$ cat config.mk
export PLATFORM = sky130hd
export DESIGN_NAME = fifo_fully_associative_tlb_core
export DESIGN_NICKNAME = d
export VERILOG_FILES = /design/src/sv/fatlb_pkg.sv /design/src/sv/fifo_fully_associative_tlb_core.sv /design/src/sv/fatlb_ctrl.sv /design/src/sv/fatlb_datapath.sv
export SDC_FILE = /design/constraint.sdc
export NUM_CORES = 1
export LEC_CHECK = 0
export ABC_AREA = 0
export BUFFER_PORTS_ARGS = -buffer_cell sky130_fd_sc_hd__buf_2
export CORE_AREA = 2 2 252 254
export DETAILED_ROUTE_END_ITERATION = 8
export DIE_AREA = 0 0 254 256
export PLACE_DENSITY_LB_ADDON = 0.25
export SYNTH_ARGS = -nofsm -noshare
export SYNTH_HDL_FRONTEND = slang
export SYNTH_SLANG_ARGS = --single-unit
$ cat constraint.sdc
create_clock -name clk_i -period 3.9 [get_ports clk_i]
set_input_delay 0.39 -clock clk_i [delete_from_list [all_inputs] [get_ports clk_i]]
set_output_delay 0.39 -clock clk_i [all_outputs]
set_load 0.02 [all_outputs]
$ cat src/sv/fatlb_pkg.sv
// Package for the fully associative translation buffer.
// Holds transaction payload types, mode codes and the controller/datapath
// command and status structs. No dependencies.
package fatlb_pkg;

  localparam int unsigned PROC_W  = 8;
  localparam int unsigned PAGE_W  = 14;
  localparam int unsigned FRAME_W = 8;

  // Request mode codes.
  localparam logic MODE_LOOKUP = 1'b0;
  localparam logic MODE_INSERT = 1'b1;

  typedef struct packed {
    logic               mode;
    logic [PROC_W-1:0]  proc_id;
    logic [PAGE_W-1:0]  page_number;
    logic [FRAME_W-1:0] frame_in;
  } fatlb_req_t;

  typedef struct packed {
    logic               hit;
    logic [FRAME_W-1:0] frame_out;
  } fatlb_rsp_t;

  // Commands from the controller to the datapath.
  typedef struct packed {
    logic load_req;    // capture the incoming request
    logic scan_start;  // rewind the lookup scan to entry zero
    logic scan_run;    // advance the lookup scan by one entry
    logic do_write;    // write the held request into the buffer
    logic capture_res; // take the scan's compare result as the response
    logic clear_res;   // take an all-zero response
    logic load_out;    // move the response into the output register
  } fatlb_cmd_t;

  // Status from the datapath to the controller.
  typedef struct packed {
    logic in_mode;   // mode of the request at the input
    logic empty;     // no entry has been filled yet
    logic match;     // the entry just read matches the held request
    logic scan_end;  // the entry just read is the last filled one
  } fatlb_sts_t;

endpackage

$ cat src/sv/fifo_fully_associative_tlb_core.sv
// Top level of the fully associative translation buffer with FIFO replacement.
// Instantiates fatlb_ctrl and fatlb_datapath; types come from fatlb_pkg.
//
//   Channel   Direction  Handshake              Payload
//   request   in         in_valid_i/in_ready_o  in_req_i  (fatlb_req_t)
//   response  out        out_valid_o/out_ready_i out_rsp_o (fatlb_rsp_t)
//
// Sequence: an insert writes its entry and then loads its response. A lookup
// walks the filled entries one per cycle through the single read port of the
// entry memory and stops at the first hit or after the last filled entry; a
// lookup on an empty buffer answers a miss without any scan. The next request
// is accepted in the cycle after the response register is loaded. Reset: the
// fill count, victim pointer and handshake state clear at once; the memory
// needs no clearing pass. Stalls: a response waiting in the output register
// does not block the next request, which is held in its final step only until
// the output register frees up.
module fifo_fully_associative_tlb_core #(
  parameter int unsigned ENTRIES = 16
) (
  input  logic                  clk_i,
  input  logic                  rst_ni,
  input  logic                  in_valid_i,
  output logic                  in_ready_o,
  input  fatlb_pkg::fatlb_req_t in_req_i,
  output logic                  out_valid_o,
  input  logic                  out_ready_i,
  output fatlb_pkg::fatlb_rsp_t out_rsp_o
);
  import fatlb_pkg::*;

  // Command and status buses between the controller and the datapath.
  fatlb_cmd_t cmd;
  fatlb_sts_t sts;

  // The controller owns the handshakes and the sequence of each request.
  fatlb_ctrl u_ctrl (
    .clk_i       (clk_i),
    .rst_ni      (rst_ni),
    .in_valid_i  (in_valid_i),
    .in_ready_o  (in_ready_o),
    .out_valid_o (out_valid_o),
    .out_ready_i (out_ready_i),
    .sts_i       (sts),
    .cmd_o       (cmd)
  );

  // The datapath holds the entries, the replacement state and the
  // response registers.
  fatlb_datapath #(
    .ENTRIES (ENTRIES)
  ) u_datapath (
    .clk_i     (clk_i),
    .rst_ni    (rst_ni),
    .in_req_i  (in_req_i),
    .cmd_i     (cmd),
    .sts_o     (sts),
    .out_rsp_o (out_rsp_o)
  );

endmodule

$ cat src/sv/fatlb_ctrl.sv
// Controller state machine for the translation buffer.
// Depends on fatlb_pkg for the command and status structs.
module fatlb_ctrl (
  input  logic                  clk_i,
  input  logic                  rst_ni,
  input  logic                  in_valid_i,
  output logic                  in_ready_o,
  output logic                  out_valid_o,
  input  logic                  out_ready_i,
  input  fatlb_pkg::fatlb_sts_t sts_i,
  output fatlb_pkg::fatlb_cmd_t cmd_o
);
  import fatlb_pkg::*;

  typedef enum logic [3:0] {
    ST_IDLE  = 4'b0001,
    ST_WRITE = 4'b0010,
    ST_SCAN  = 4'b0100,
    ST_DONE  = 4'b1000
  } state_e;

  state_e state_q, state_d;
  logic   out_valid_q, out_valid_d;
  logic   in_acc;

  assign in_ready_o  = (state_q == ST_IDLE);
  assign out_valid_o = out_valid_q;
  assign in_acc      = in_valid_i && in_ready_o;

  always_comb begin
    state_d = state_q;
    cmd_o   = '0;
    unique case (state_q)
      ST_IDLE: begin
        if (in_acc) begin
          cmd_o.load_req = 1'b1;
          if (sts_i.in_mode == MODE_INSERT) begin
            state_d = ST_WRITE;
          end else if (sts_i.empty) begin
            cmd_o.clear_res = 1'b1;
            state_d         = ST_DONE;
          end else begin
            cmd_o.scan_start = 1'b1;
            state_d          = ST_SCAN;
          end
        end
      end
      ST_WRITE: begin
        cmd_o.do_write  = 1'b1;
        cmd_o.clear_res = 1'b1;
        state_d         = ST_DONE;
      end
      ST_SCAN: begin
        cmd_o.scan_run = 1'b1;
        if (sts_i.match || sts_i.scan_end) begin
          cmd_o.capture_res = 1'b1;
          state_d           = ST_DONE;
        end
      end
      ST_DONE: begin
        if (!out_valid_q || out_ready_i) begin
          cmd_o.load_out = 1'b1;
          state_d        = ST_IDLE;
        end
      end
      default: begin
        state_d = ST_IDLE;
      end
    endcase
  end

  always_comb begin
    out_valid_d = out_valid_q;
    if (cmd_o.load_out) begin
      out_valid_d = 1'b1;
    end else if (out_ready_i) begin
      out_valid_d = 1'b0;
    end
  end

  always_ff @(posedge clk_i or negedge rst_ni) begin
    if (!rst_ni) begin
      state_q     <= ST_IDLE;
      out_valid_q <= 1'b0;
    end else begin
      state_q     <= state_d;
      out_valid_q <= out_valid_d;
    end
  end

endmodule

$ cat src/sv/fatlb_datapath.sv
// Datapath of the translation buffer: entry memory, fill count, victim
// pointer, scan counter, compare and response registers. Uses fatlb_pkg.
module fatlb_datapath #(
  parameter int unsigned ENTRIES = 16
) (
  input  logic                  clk_i,
  input  logic                  rst_ni,
  input  fatlb_pkg::fatlb_req_t in_req_i,
  input  fatlb_pkg::fatlb_cmd_t cmd_i,
  output fatlb_pkg::fatlb_sts_t sts_o,
  output fatlb_pkg::fatlb_rsp_t out_rsp_o
);
  import fatlb_pkg::*;

  localparam int unsigned IDX_W = (ENTRIES > 1) ? $clog2(ENTRIES) : 1;
  localparam int unsigned CNT_W = IDX_W + 1;

  typedef struct packed {
    logic [PROC_W-1:0]  proc_id;
    logic [PAGE_W-1:0]  page_number;
    logic [FRAME_W-1:0] frame;
  } entry_t;

  entry_t             mem_q [ENTRIES];
  entry_t             rd_q;
  fatlb_req_t         req_q;
  fatlb_rsp_t         res_q, out_q;

  logic [CNT_W-1:0]   count_q, count_d;
  logic [IDX_W-1:0]   victim_q, victim_d;
  logic [IDX_W-1:0]   idx_q, idx_d;
  logic               issue_q, issue_d;
  logic               rd_vld_q, rd_vld_d;
  logic               rd_last_q, rd_last_d;

  logic               full;
  logic [CNT_W-1:0]   count_m1;
  logic [IDX_W-1:0]   last_idx;
  logic [IDX_W-1:0]   wr_idx;
  logic               rd_en;
  logic               match;

  assign full     = (count_q == CNT_W'(ENTRIES));
  assign count_m1 = count_q - 1'b1;
  assign last_idx = count_m1[IDX_W-1:0];
  assign wr_idx   = full ? victim_q : count_q[IDX_W-1:0];
  assign rd_en    = cmd_i.scan_run && issue_q;
  assign match    = rd_vld_q && (rd_q.proc_id == req_q.proc_id)
                    && (rd_q.page_number == req_q.page_number);

  assign sts_o.in_mode  = in_req_i.mode;
  assign sts_o.empty    = (count_q == '0);
  assign sts_o.match    = match;
  assign sts_o.scan_end = rd_vld_q && rd_last_q;
  assign out_rsp_o      = out_q;

  // Fill count and victim pointer. Entries are filled in index order and
  // never dropped, so the count doubles as the set of valid entries.
  always_comb begin
    count_d  = count_q;
    victim_d = victim_q;
    if (cmd_i.do_write) begin
      if (!full) begin
        count_d = count_q + 1'b1;
      end else if (victim_q == IDX_W'(ENTRIES - 1)) begin
        victim_d = '0;
      end else begin
        victim_d = victim_q + 1'b1;
      end
    end
  end

  // Scan sequencing: one read issued per cycle, compared in the cycle after it is issued.
  always_comb begin
    idx_d     = idx_q;
    issue_d   = issue_q;
    rd_vld_d  = rd_vld_q;
    rd_last_d = rd_last_q;
    if (cmd_i.scan_start) begin
      idx_d    = '0;
      issue_d  = 1'b1;
      rd_vld_d = 1'b0;
    end else if (cmd_i.scan_run) begin
      rd_vld_d = issue_q;
      if (issue_q) begin
        rd_last_d = (idx_q == last_idx);
        if (idx_q == last_idx) begin
          issue_d = 1'b0;
        end else begin
          idx_d = idx_q + 1'b1;
        end
      end
    end
  end

  always_ff @(posedge clk_i or negedge rst_ni) begin
    if (!rst_ni) begin
      count_q   <= '0;
      victim_q  <= '0;
      idx_q     <= '0;
      issue_q   <= 1'b0;
      rd_vld_q  <= 1'b0;
      rd_last_q <= 1'b0;
    end else begin
      count_q   <= count_d;
      victim_q  <= victim_d;
      idx_q     <= idx_d;
      issue_q   <= issue_d;
      rd_vld_q  <= rd_vld_d;
      rd_last_q <= rd_last_d;
    end
  end

  // Entry memory with one write port and one registered read port.
  always_ff @(posedge clk_i) begin
    if (cmd_i.do_write) begin
      mem_q[wr_idx] <= '{proc_id:     req_q.proc_id,
                         page_number: req_q.page_number,
                         frame:       req_q.frame_in};
    end
    if (rd_en) begin
      rd_q <= mem_q[idx_q];
    end
  end

  always_ff @(posedge clk_i) begin
    if (cmd_i.load_req) begin
      req_q <= in_req_i;
    end
    if (cmd_i.clear_res) begin
      res_q <= '0;
    end else if (cmd_i.capture_res) begin
      res_q.hit       <= match;
      res_q.frame_out <= match ? rd_q.frame : '0;
    end
    if (cmd_i.load_out) begin
      out_q <= res_q;
    end
  end

endmodule

# Word-level counts from Yosys, hierarchy flattened
# Memory sizes are Yosys's and may differ from the RTL's. A register that Yosys moved wholly into a read port is not among the register bits.
# Cells that the tools add are included.
# totals
output_inout_bits	11
ram_bits	480
romBits	0
input_bits	35
memories	1
latch_bits	0
regBits	69
wordCells	89
# mem_list
memory	words	width	read_ports	rd_clocked_by_memory_dff	write_ports	line	source
u_datapath.mem_q	16	30	1	1	1	fatlb_datapath.sv:24	entry_t mem_q [ENTRIES];
# op_classes
mul	0
n_addsub	4
div	0
shift	0
n_bitwise	2
order_cmp	0
mux	37
n_eq_ne	13
reduce_logical	17
# ops
op	n
4-bit 2-to-1 mux	11
1-bit 2-to-1 mux	21
4-bit case mux with 4 select lines	1
14-bit equality test	1
3-bit AND reduction	3
4-bit by 1-bit adder with 4-bit output (second input constant)	2
4-bit equality test (second input constant)	2
8-bit equality test	1
8-bit 2-to-1 mux	1
2-bit nonzero test	3
5-bit by 1-bit adder with 5-bit output (second input constant)	1
5-bit equality test (second input constant)	1
1-bit logical AND	5
5-bit zero test	1
4-bit by 1-bit equality test with 1-bit output (second input constant)	1
4-bit by 2-bit equality test with 1-bit output (second input constant)	1
4-bit by 3-bit equality test with 1-bit output (second input constant)	1
4-bit equality test	1
2-bit 2-to-1 mux	2
2-bit by 1-bit != test with 1-bit output (second input constant)	2
2-bit != test (second input constant)	2
2-bit AND reduction	2
4-bit by 1-bit subtractor with 4-bit output (second input constant)	1
1-bit logical OR	2
other kinds (3)	4

# Logic depth before layout (Yosys ltp)
# Gate-level depths: netlist (run 1).
# depth
depth_word	7
depth_mapped	8
ltp_nobuf	7

# By module
# Synthesis (run 1) repeated with hierarchy kept, for this count alone.
# hier_totals
cells_unflattened	1172
hier_area_um2	22494.1
# modules_own_cells
module	area_per_inst_um2	instances	cells_per_inst
fatlb_datapath	22145.0	1	1136
fatlb_ctrl	349.1	1	36

# Least setup slack after synthesis (run 1)
# No wires, ideal clock.
# synth_timing
path_kind	register to register
start	reg u_datapath.count_q[0]
end	mem u_datapath.mem_q[7][0] in the netlist's numbering, enable pin
setup_ns	0.417
arrival_time_ns	2.750
path_stages_with_launch	8
path_slack_ns	0.733
cell_sequence	dfrtp_1 inv_1 ha_1 nor4bb_1 buf_2 buf_2 a31oi_1 nor2_1
# synth_via
elab_chain_cells	2
# synth_lines
item	line	source
start: declaration	fatlb_datapath.sv:29	logic [CNT_W-1:0] count_q, count_d;
start signal: assignment	fatlb_datapath.sv:105	count_q <= count_d;
5-bit equality test	fatlb_datapath.sv:43	assign full = (count_q == CNT_W'(ENTRIES));
4-bit 2-to-1 mux (*)	fatlb_datapath.sv:46	assign wr_idx = full ? victim_q : count_q[IDX_W-1:0];
end: declaration	fatlb_datapath.sv:24	
# Every way passes the cells marked *; elsewhere a longest branch is shown, timed or not.

# Worst setup path after layout (run 1)
# layout_timing
start	reg u_datapath.count_q[0]
end	mem u_datapath.mem_q[6][24] in the netlist's numbering, enable pin
# The elaborated chain is that of the path after synthesis.

==> results.ini, run 1 <==
[power_and_ir_drop]
internal-power_uw = 12250
clockPowerShare_pct = 33.2
seq_power_share_pct = 46.3
p_per_area_nw_per_um2 = 659.4
vdd_drop_max_v = 0.0003546
swShare_pct = 28.85
p_sw_uw = 4966
comb_power_share_pct = 20.5
leakagePower_uw = 0.008316

[timing]
max_slew_margin_pct = 28.53
fmax_mhz = 327.3
tightest_slew_ns = 1.070
hold_viol = 0
skew_ns = 0.01945
period_needed_ns = 3.055
finalSetupViolCount = 0
fin_tns_setup_ns = 0
maxSlewViolCount = 0
fin_hold_ws_ns = 0.07112
grt_setup_unrepaired = no
final.period_utilization_pct = 78.34

[synth]
syn_nets = 1217
async_reset_ff_share_pct = 3.627
netlist_area_sq_um = 22310
ys_ff_latch = 579
yosysWarnings = 0
synth-seq-area-share_pct = 77.07
synthCells = 1178
synth-main-ff-cell = edfxtp_1
avgSynthCellArea_sq_um = 18.94
synth_edf_count = 549
yosysUniqueCellTypes = 46

[global_routing]
antenna_found_initial = 0
grtUsageTotal_pct = 15.44
grt_pass1_wl_um = 73940
grt_pass1_vias = 11180
grt_max_degree = 48
gr-total-overflow = 0

[clock_network]
cts_setup_buffers = 0
cts-root-buf = clkbuf_16
numCtsBuffers = 60
path_clk_slew_ns = 0.06
ctsResizeCount = 0
cts_max_path_buffers = 3
clk_latency_ns = 0.62
ctsHtreeMaxLevel = 2
cts_tree = done
cts.sinks = 579

[detailed_routing]
vias = 11100
viasPerCell = 5.068
drt-pass1-iter-count = 5
ant_nets = 0
wirelength_um = 49710
drc = 0
drt_iter0_drc = 1148
wl_per_cell_um = 22.69

[cells_and_area]
n_antenna_cell = 0
drive_gt1_share_pct = 20.82
syn_to_final_growth_pct = 17.01
nets = 1338
fin_util_pct = 41.84
stdcell_count = 2191

[outcome]
status = complete, no violations

[floorplan]
die_w_um = 254
dieHeight_um = 256
pin_count = 46
coreArea_sq_um = 62390
rows = 92
initial_utilization_pct = 35.76
die_area_sq_um = 65020

[min_path]
min_from = in_req_i[30]
min-delay-path-class = in -> reg

[place]
io_buffer_count = 45
dp.cells = 2051
dpl.hpwl_um = 30550
place.gp.congestion = 0.8172

[job]
maxCapViolCount = 0

[critical_path]
worst_ep_arrival_time_ns = 3.29
critical-path-top-delay-family = simple AND/OR/NAND/NOR gates
cp-start-kind = flop
timing_worst_setup_path_type = reg -> reg
slowest_stage = nor2_4
crit_fanout = 30
startpoint = u_datapath.count_q[0]
crit_buf_inv = 2
path_cells = inv_1 -> ha_1 -> nor4bb_2 -> buf_4 -> a21oi_1 -> nand3_1 -> nor2_4
crit_path_end_kind = flop
required_ns = 4.13
worstReg2RegStart = u_datapath.count_q[0]
slowest_delay_ns = 0.87

==> metal layers <==
layer | vias up | wire length, um | global-route usage [%] | share of wire [%]
met4 | 0 | 749 | 3.889 | 1.5
met5 | - | 0 | 0 | 0
met2 | 260 | 21400 | 22.00 | 43
li1 | 4986 | - | - | -
met3 | 54 | 2366 | 2.512 | 4.8
met1 | 5804 | 25190 | 24.44 | 51
==> path summary, 6_finish.rpt <==
kind | end | depth (start not counted) | slack (ns)
setup / recovery | u_datapath.mem_q[6][24] | 7 | 0.84
hold / removal | u_ctrl.state_q[1] | 3 | 0.07
setup reg to reg | u_datapath.mem_q[6][24] | 7 | 0.84
hold reg to reg | u_datapath.out_rsp_o[8] | 0 | 0.43
max in group asynchronous | u_datapath.idx_q[0] | 2 | 3.21
min in group asynchronous | u_ctrl.state_q[2] | 2 | 0.29
==> cells in the mapped netlist (2+ instances only) <==
cell | count | area share [%]
edfxtp_1 | 549 | 74
mux2i_1 | 102 | 4.6
nand2_1 | 63 | 1.1
mux4_2 | 60 | 6.1
o21ai_0 | 52 | 1.2
a21oi_1 | 34 | 0.76
xnor2_1 | 33 | 1.3
a221oi_1 | 30 | 1.2
a22oi_1 | 30 | 1.0
clkbuf_1 | 28 | 0.47
dfrtp_1 | 20 | 2.2
buf_2 | 19 | 0.43
mux2_2 | 19 | 0.96
nor2_1 | 19 | 0.32
o21ai_1 | 15 | 0.34
mux2_1 | 12 | 0.61
buf_4 | 9 | 0.30
dfxtp_1 | 9 | 0.81
inv_1 | 9 | 0.15
nand4_1 | 8 | 0.22
nand3_1 | 7 | 0.16
nor3_1 | 6 | 0.13
a31oi_1 | 4 | 0.11
ha_1 | 4 | 0.22
nor2b_1 | 4 | 0.11
a21o_1 | 3 | 0.10
and2_1 | 3 | 0.084
buf_1 | 3 | 0.050
nor4b_2 | 3 | 0.20
a311oi_1 | 2 | 0.079
buf_6 | 2 | 0.10
or3_1 | 2 | 0.056
or4b_1 | 2 | 0.090
==> cell type report <==
class	count	area, sq um
fill	5557	36290
sequential	579	17200
multi-input combinational	528	4912
clock buffer	75	1589
tap	846	1059
timing repair buffer	120	943.4
clock inverter	33	361.6
inverter	10	37.54
==> worst min-delay path, cell delays in order <==
cell    delay (ns)
buf_2         0.09
inv_1         0.06
nor2_1        0.10
==> power by group through the flow <==
stage               Combinational [uW]  Clock [uW]  Sequential [uW]
finish                            3540        5710             7960
CTS                               3560        5860             7970
global placement                  3480           0             8080
detailed placement                3530           0             8100
global route                      3830        6080             8010
floorplan                         2280           0             7920
==> flip-flops by register name (all words and copies together), names as in the netlist <==
signal / count
u_datapath.mem_q: 480
u_datapath.rd_q: 30
u_datapath.req_q: 30
u_datapath.out_rsp_o: 9
u_datapath.res_q: 9
u_datapath.count_q: 5
u_ctrl.state_q: 4
u_datapath.idx_q: 4
u_datapath.victim_q: 4
u_ctrl.out_valid_o: 1
u_datapath.issue_q: 1
u_datapath.rd_last_q: 1
u_datapath.rd_vld_q: 1
==> what timing repair did <==
item,in CTS,in global routing
hold buffers,32,0
hold endpoints to repair,51,0
endpoints found under the setup margin,0,0
==> cells by family (layout without fill, tap and decap cells) <==
kind of cell | count (synthesis) | after routing | synth area share [%]
fa+ha+maj | 4 | 4 | 0.2243
compound gates | 175 | 175 | 4.969
buf+inv | 71 | 238 | 1.520
xor+xnor | 33 | 33 | 1.296
mux | 193 | 193 | 12.20
simple gates | 123 | 123 | 2.726
flops | 579 | 579 | 77.07
==> cell usage in the layout, fill, tap and decap left out, drive strengths merged, types with 2 or more instances in the layout <==
cell,Yosys,routed
edfxtp,549,549
mux2i,102,102
buf,33,88
clkbuf,28,75
o21ai,67,67
nand2,63,63
mux4,60,60
a21oi,34,34
xnor2,33,33
dlygate4sd3,0,32
mux2,31,31
a221oi,30,30
a22oi,30,30
clkinv,0,21
dfrtp,20,20
nor2,19,19
inv,10,12
dfxtp,9,9
nand4,8,8
bufinv,0,8
nand3,7,7
nor3,6,6
a31oi,4,4
ha,4,4
nor4b,4,4
nor2b,4,4
and2,4,4
a21o,3,3
or4b,2,2
or3,2,2
a311oi,2,2
clkinvlp,0,2
==> per-stage QoR <==
step,setup WS (ns),total power (uW),instance area [sq um]
after CTS,0.8101,17390,26100
final,0.8449,17210,26100
after global placement,0.9065,11560,23830
after global routing,0.6011,17920,26100
after floorplan,0.7331,10200,22310
after detailed placement,0.8302,11630,23830
Power figures use the tool's default switching activity.
==> run 2, diff against run 1 <==
clock period = 2.5 ns   (was 3.9 ns; I/O delays follow)
==> run 2 against run 1 <==
  * Sequential share of layout area decreased by 1.9 points
  * Clock power grew 43%
  * Routed wire length rose by 6.4%
  * Via count is 3.0% higher
  * Fmax grew 28%
  * Global-route usage increased by 0.98 points
  * Sequential cell count is the same
  * Non-clock buffer count up 69
  * Sequential power grew 53%
  * Final cell count is 3.1% higher
  * Setup slack got worse by 0.73 ns
==> results.ini, run 2 (synthesis results as in run 1) <==
[outcome]
status = complete, no violations

[detailed_routing]
viasPerCell = 5.058  ; -0.19%
drt-pass1-iter-count = 5  ; unchanged
vias = 11430  ; +3.0%
wirelength_um = 52910  ; +6.4%
wl_per_cell_um = 23.41  ; +3.2%
ant_nets = 0  ; unchanged
drc = 0  ; unchanged
drt_iter0_drc = 1052  ; -8.4%

[critical_path]
timing_worst_setup_path_type = reg -> reg
crit_path_end_kind = flop
startpoint = u_datapath.count_q[1]
crit_fanout = 23  ; -23%
worst_ep_arrival_time_ns = 2.73  ; -0.56 ns
worstReg2RegStart = u_datapath.count_q[1]
cp-start-kind = flop
required_ns = 2.85  ; -1.28 ns

[timing]
finalSetupViolCount = 0  ; unchanged
max_slew_margin_pct = 47.13  ; +19 points
fmax_mhz = 419.3  ; +28%
period_needed_ns = 2.385  ; -0.6704 ns
fin_hold_ws_ns = 0.1566  ; +0.08545 ns
setup_ws_ns = 0.1153  ; -0.7296 ns
grt_setup_unrepaired = yes
final.period_utilization_pct = 95.39  ; +17 points
tightest_slew_ns = 0.7931  ; -0.2764 ns
maxSlewViolCount = 0  ; unchanged
hold_viol = 0  ; unchanged
skew_ns = 0.02849  ; +0.009037 ns

[global_routing]
grt_max_degree = 36  ; -25%
grt_pass1_vias = 11680  ; +4.5%
grt_pass1_wl_um = 78060  ; +5.6%
grtUsageTotal_pct = 16.42  ; +0.98 points
gr-total-overflow = 0  ; unchanged
antenna_found_initial = 2  ; +2

[floorplan]
die_w_um = 254  ; unchanged
coreArea_sq_um = 62390  ; unchanged
initial_utilization_pct = 35.76  ; unchanged
dieHeight_um = 256  ; unchanged
pin_count = 46  ; unchanged
rows = 92  ; unchanged
die_area_sq_um = 65020  ; unchanged

[cells_and_area]
reg.largest.list = u_datapath.mem_q (480), u_datapath.rd_q (30), u_datapath.req_q (30)
syn_to_final_growth_pct = 20.47
largest-register = u_datapath.mem_q
nets = 1405  ; +5.0%
fill_cells = 5515  ; -0.76%
layout_common_cells = edfxtp_1 (549), mux2i_1 (102), buf_4 (74), nand2_1 (61)
final_common_cell = edfxtp_1
multi_input_area_sq_um = 4984  ; +1.5%
n_antenna_cell = 0  ; unchanged
largest_reg_flops = 480  ; unchanged
drive_gt1_share_pct = 24.75  ; +3.9 points
regArea_sq_um = 17200  ; unchanged

[clock_network]
clk_latency_ns = 0.63  ; about the same
cts.sinks = 579  ; unchanged
path_clk_slew_ns = 0.06  ; about the same
cts_tree = done
numCtsBuffers = 58  ; -3.3%
cts-root-buf = clkbuf_16
cts_max_path_buffers = 3  ; unchanged
ctsHtreeMaxLevel = 2  ; unchanged

[power_and_ir_drop]
vdd_drop_max_v = 0.0005509  ; +55%
total_power_uw = 26700  ; +55%
p_per_area_nw_per_um2 = 993.5  ; +51%
leakagePower_uw = 0.008661  ; +4.1%

[place]
place.gp.congestion = 0.7849  ; -4.0%
dpl.hpwl_um = 34030  ; +11%
pre_cts_slack_ns = -0.2715  ; -1.102 ns
io_buffer_count = 45  ; unchanged

[job]
maxCapViolCount = 0  ; unchanged

[min_path]
min-delay-path-class = in -> async

-- run 2: cell types whose count changed in the layout (fill, tap and decap cells not counted), moves of 4 or more --
cell       before  now
a31oi_1         4    0
clkinv_1       13   19
buf_4          37   74
buf_12          6   33
bufinv_16       8    2
-- run 2: final cells by class --
cell class,count,share of cell area [%]
inverters,10,0.1397
well taps,846,3.939
clock inverters,38,0.9264
flip-flops and latches,579,64.00
clock buffers,70,5.647
repair buffers,189,6.802
multi-input cells,528,18.54
-- run 2: worst paths after layout --
path                            slack [ns]  cells past startpoint                 endpoint
worst min-delay path                  0.16                      2    u_datapath.count_q[2]
worst min register to register        0.44                      0  u_datapath.out_rsp_o[4]
min in group clk_i                    0.33                      2      u_datapath.req_q[8]
worst max register to register        0.12                      8  u_datapath.mem_q[2][29]
max in group asynchronous             1.96                      2      u_datapath.idx_q[1]
worst max-delay path                  0.12                      8  u_datapath.mem_q[2][29]
-- run 2: report_power, final --
part	internal, uW	total [uW]	switching (uW)	leakage, uW
Combinational	2540	6340	3800	0.00251
Sequential	11700	12200	510	0.00529
Clock	4510	8140	3630	0.000855
Total	18800	26700	7930	0.00866
-- run 2: per-layer routing --
metal	up-vias	global-route usage [%]	share of wire (%)
met5	-	0	0.023
met4	2	4.624	2.3
met3	75	3.509	6.5
met2	324	24.35	45
met1	5898	24.37	46
li1	5133	-	-
-- run 2: per-stage QoR --
step | setup TNS (ns) | instances | utilization, % | instance area, sq um
global placement | -46.60 | 2113 | 39.49 | 24640
floorplan | -111.43 | 1178 | - | 22350
CTS | -0.03566 | 2256 | 42.92 | 26780
detailed placement | -40.66 | 2113 | 39.49 | 24640
finish | 0 | 2260 | 43.08 | 26880
global route | 0 | 2260 | 43.08 | 26880
-- run 2: timing repair --
item | 4_1_cts | 5_1_grt
setup buffers | 0 | 2
pin swaps | 0 | 3
gates resized for setup | 4 | 8
hold endpoints to repair | 54 | 0
gates cloned | 0 | 2
setup endpoints to repair | 302 | 334
hold buffers | 35 | 0
-- run 2: critical path: stages, from the launching register on --
cell and delay [ns]:
dfrtp_1 0.38, inv_1 0.11, ha_1 0.20, nor4bb_4 0.23, buf_4 0.20, nor3_1 0.07, a31oi_2 0.59, nor2_4 0.12
buf_12 0.19
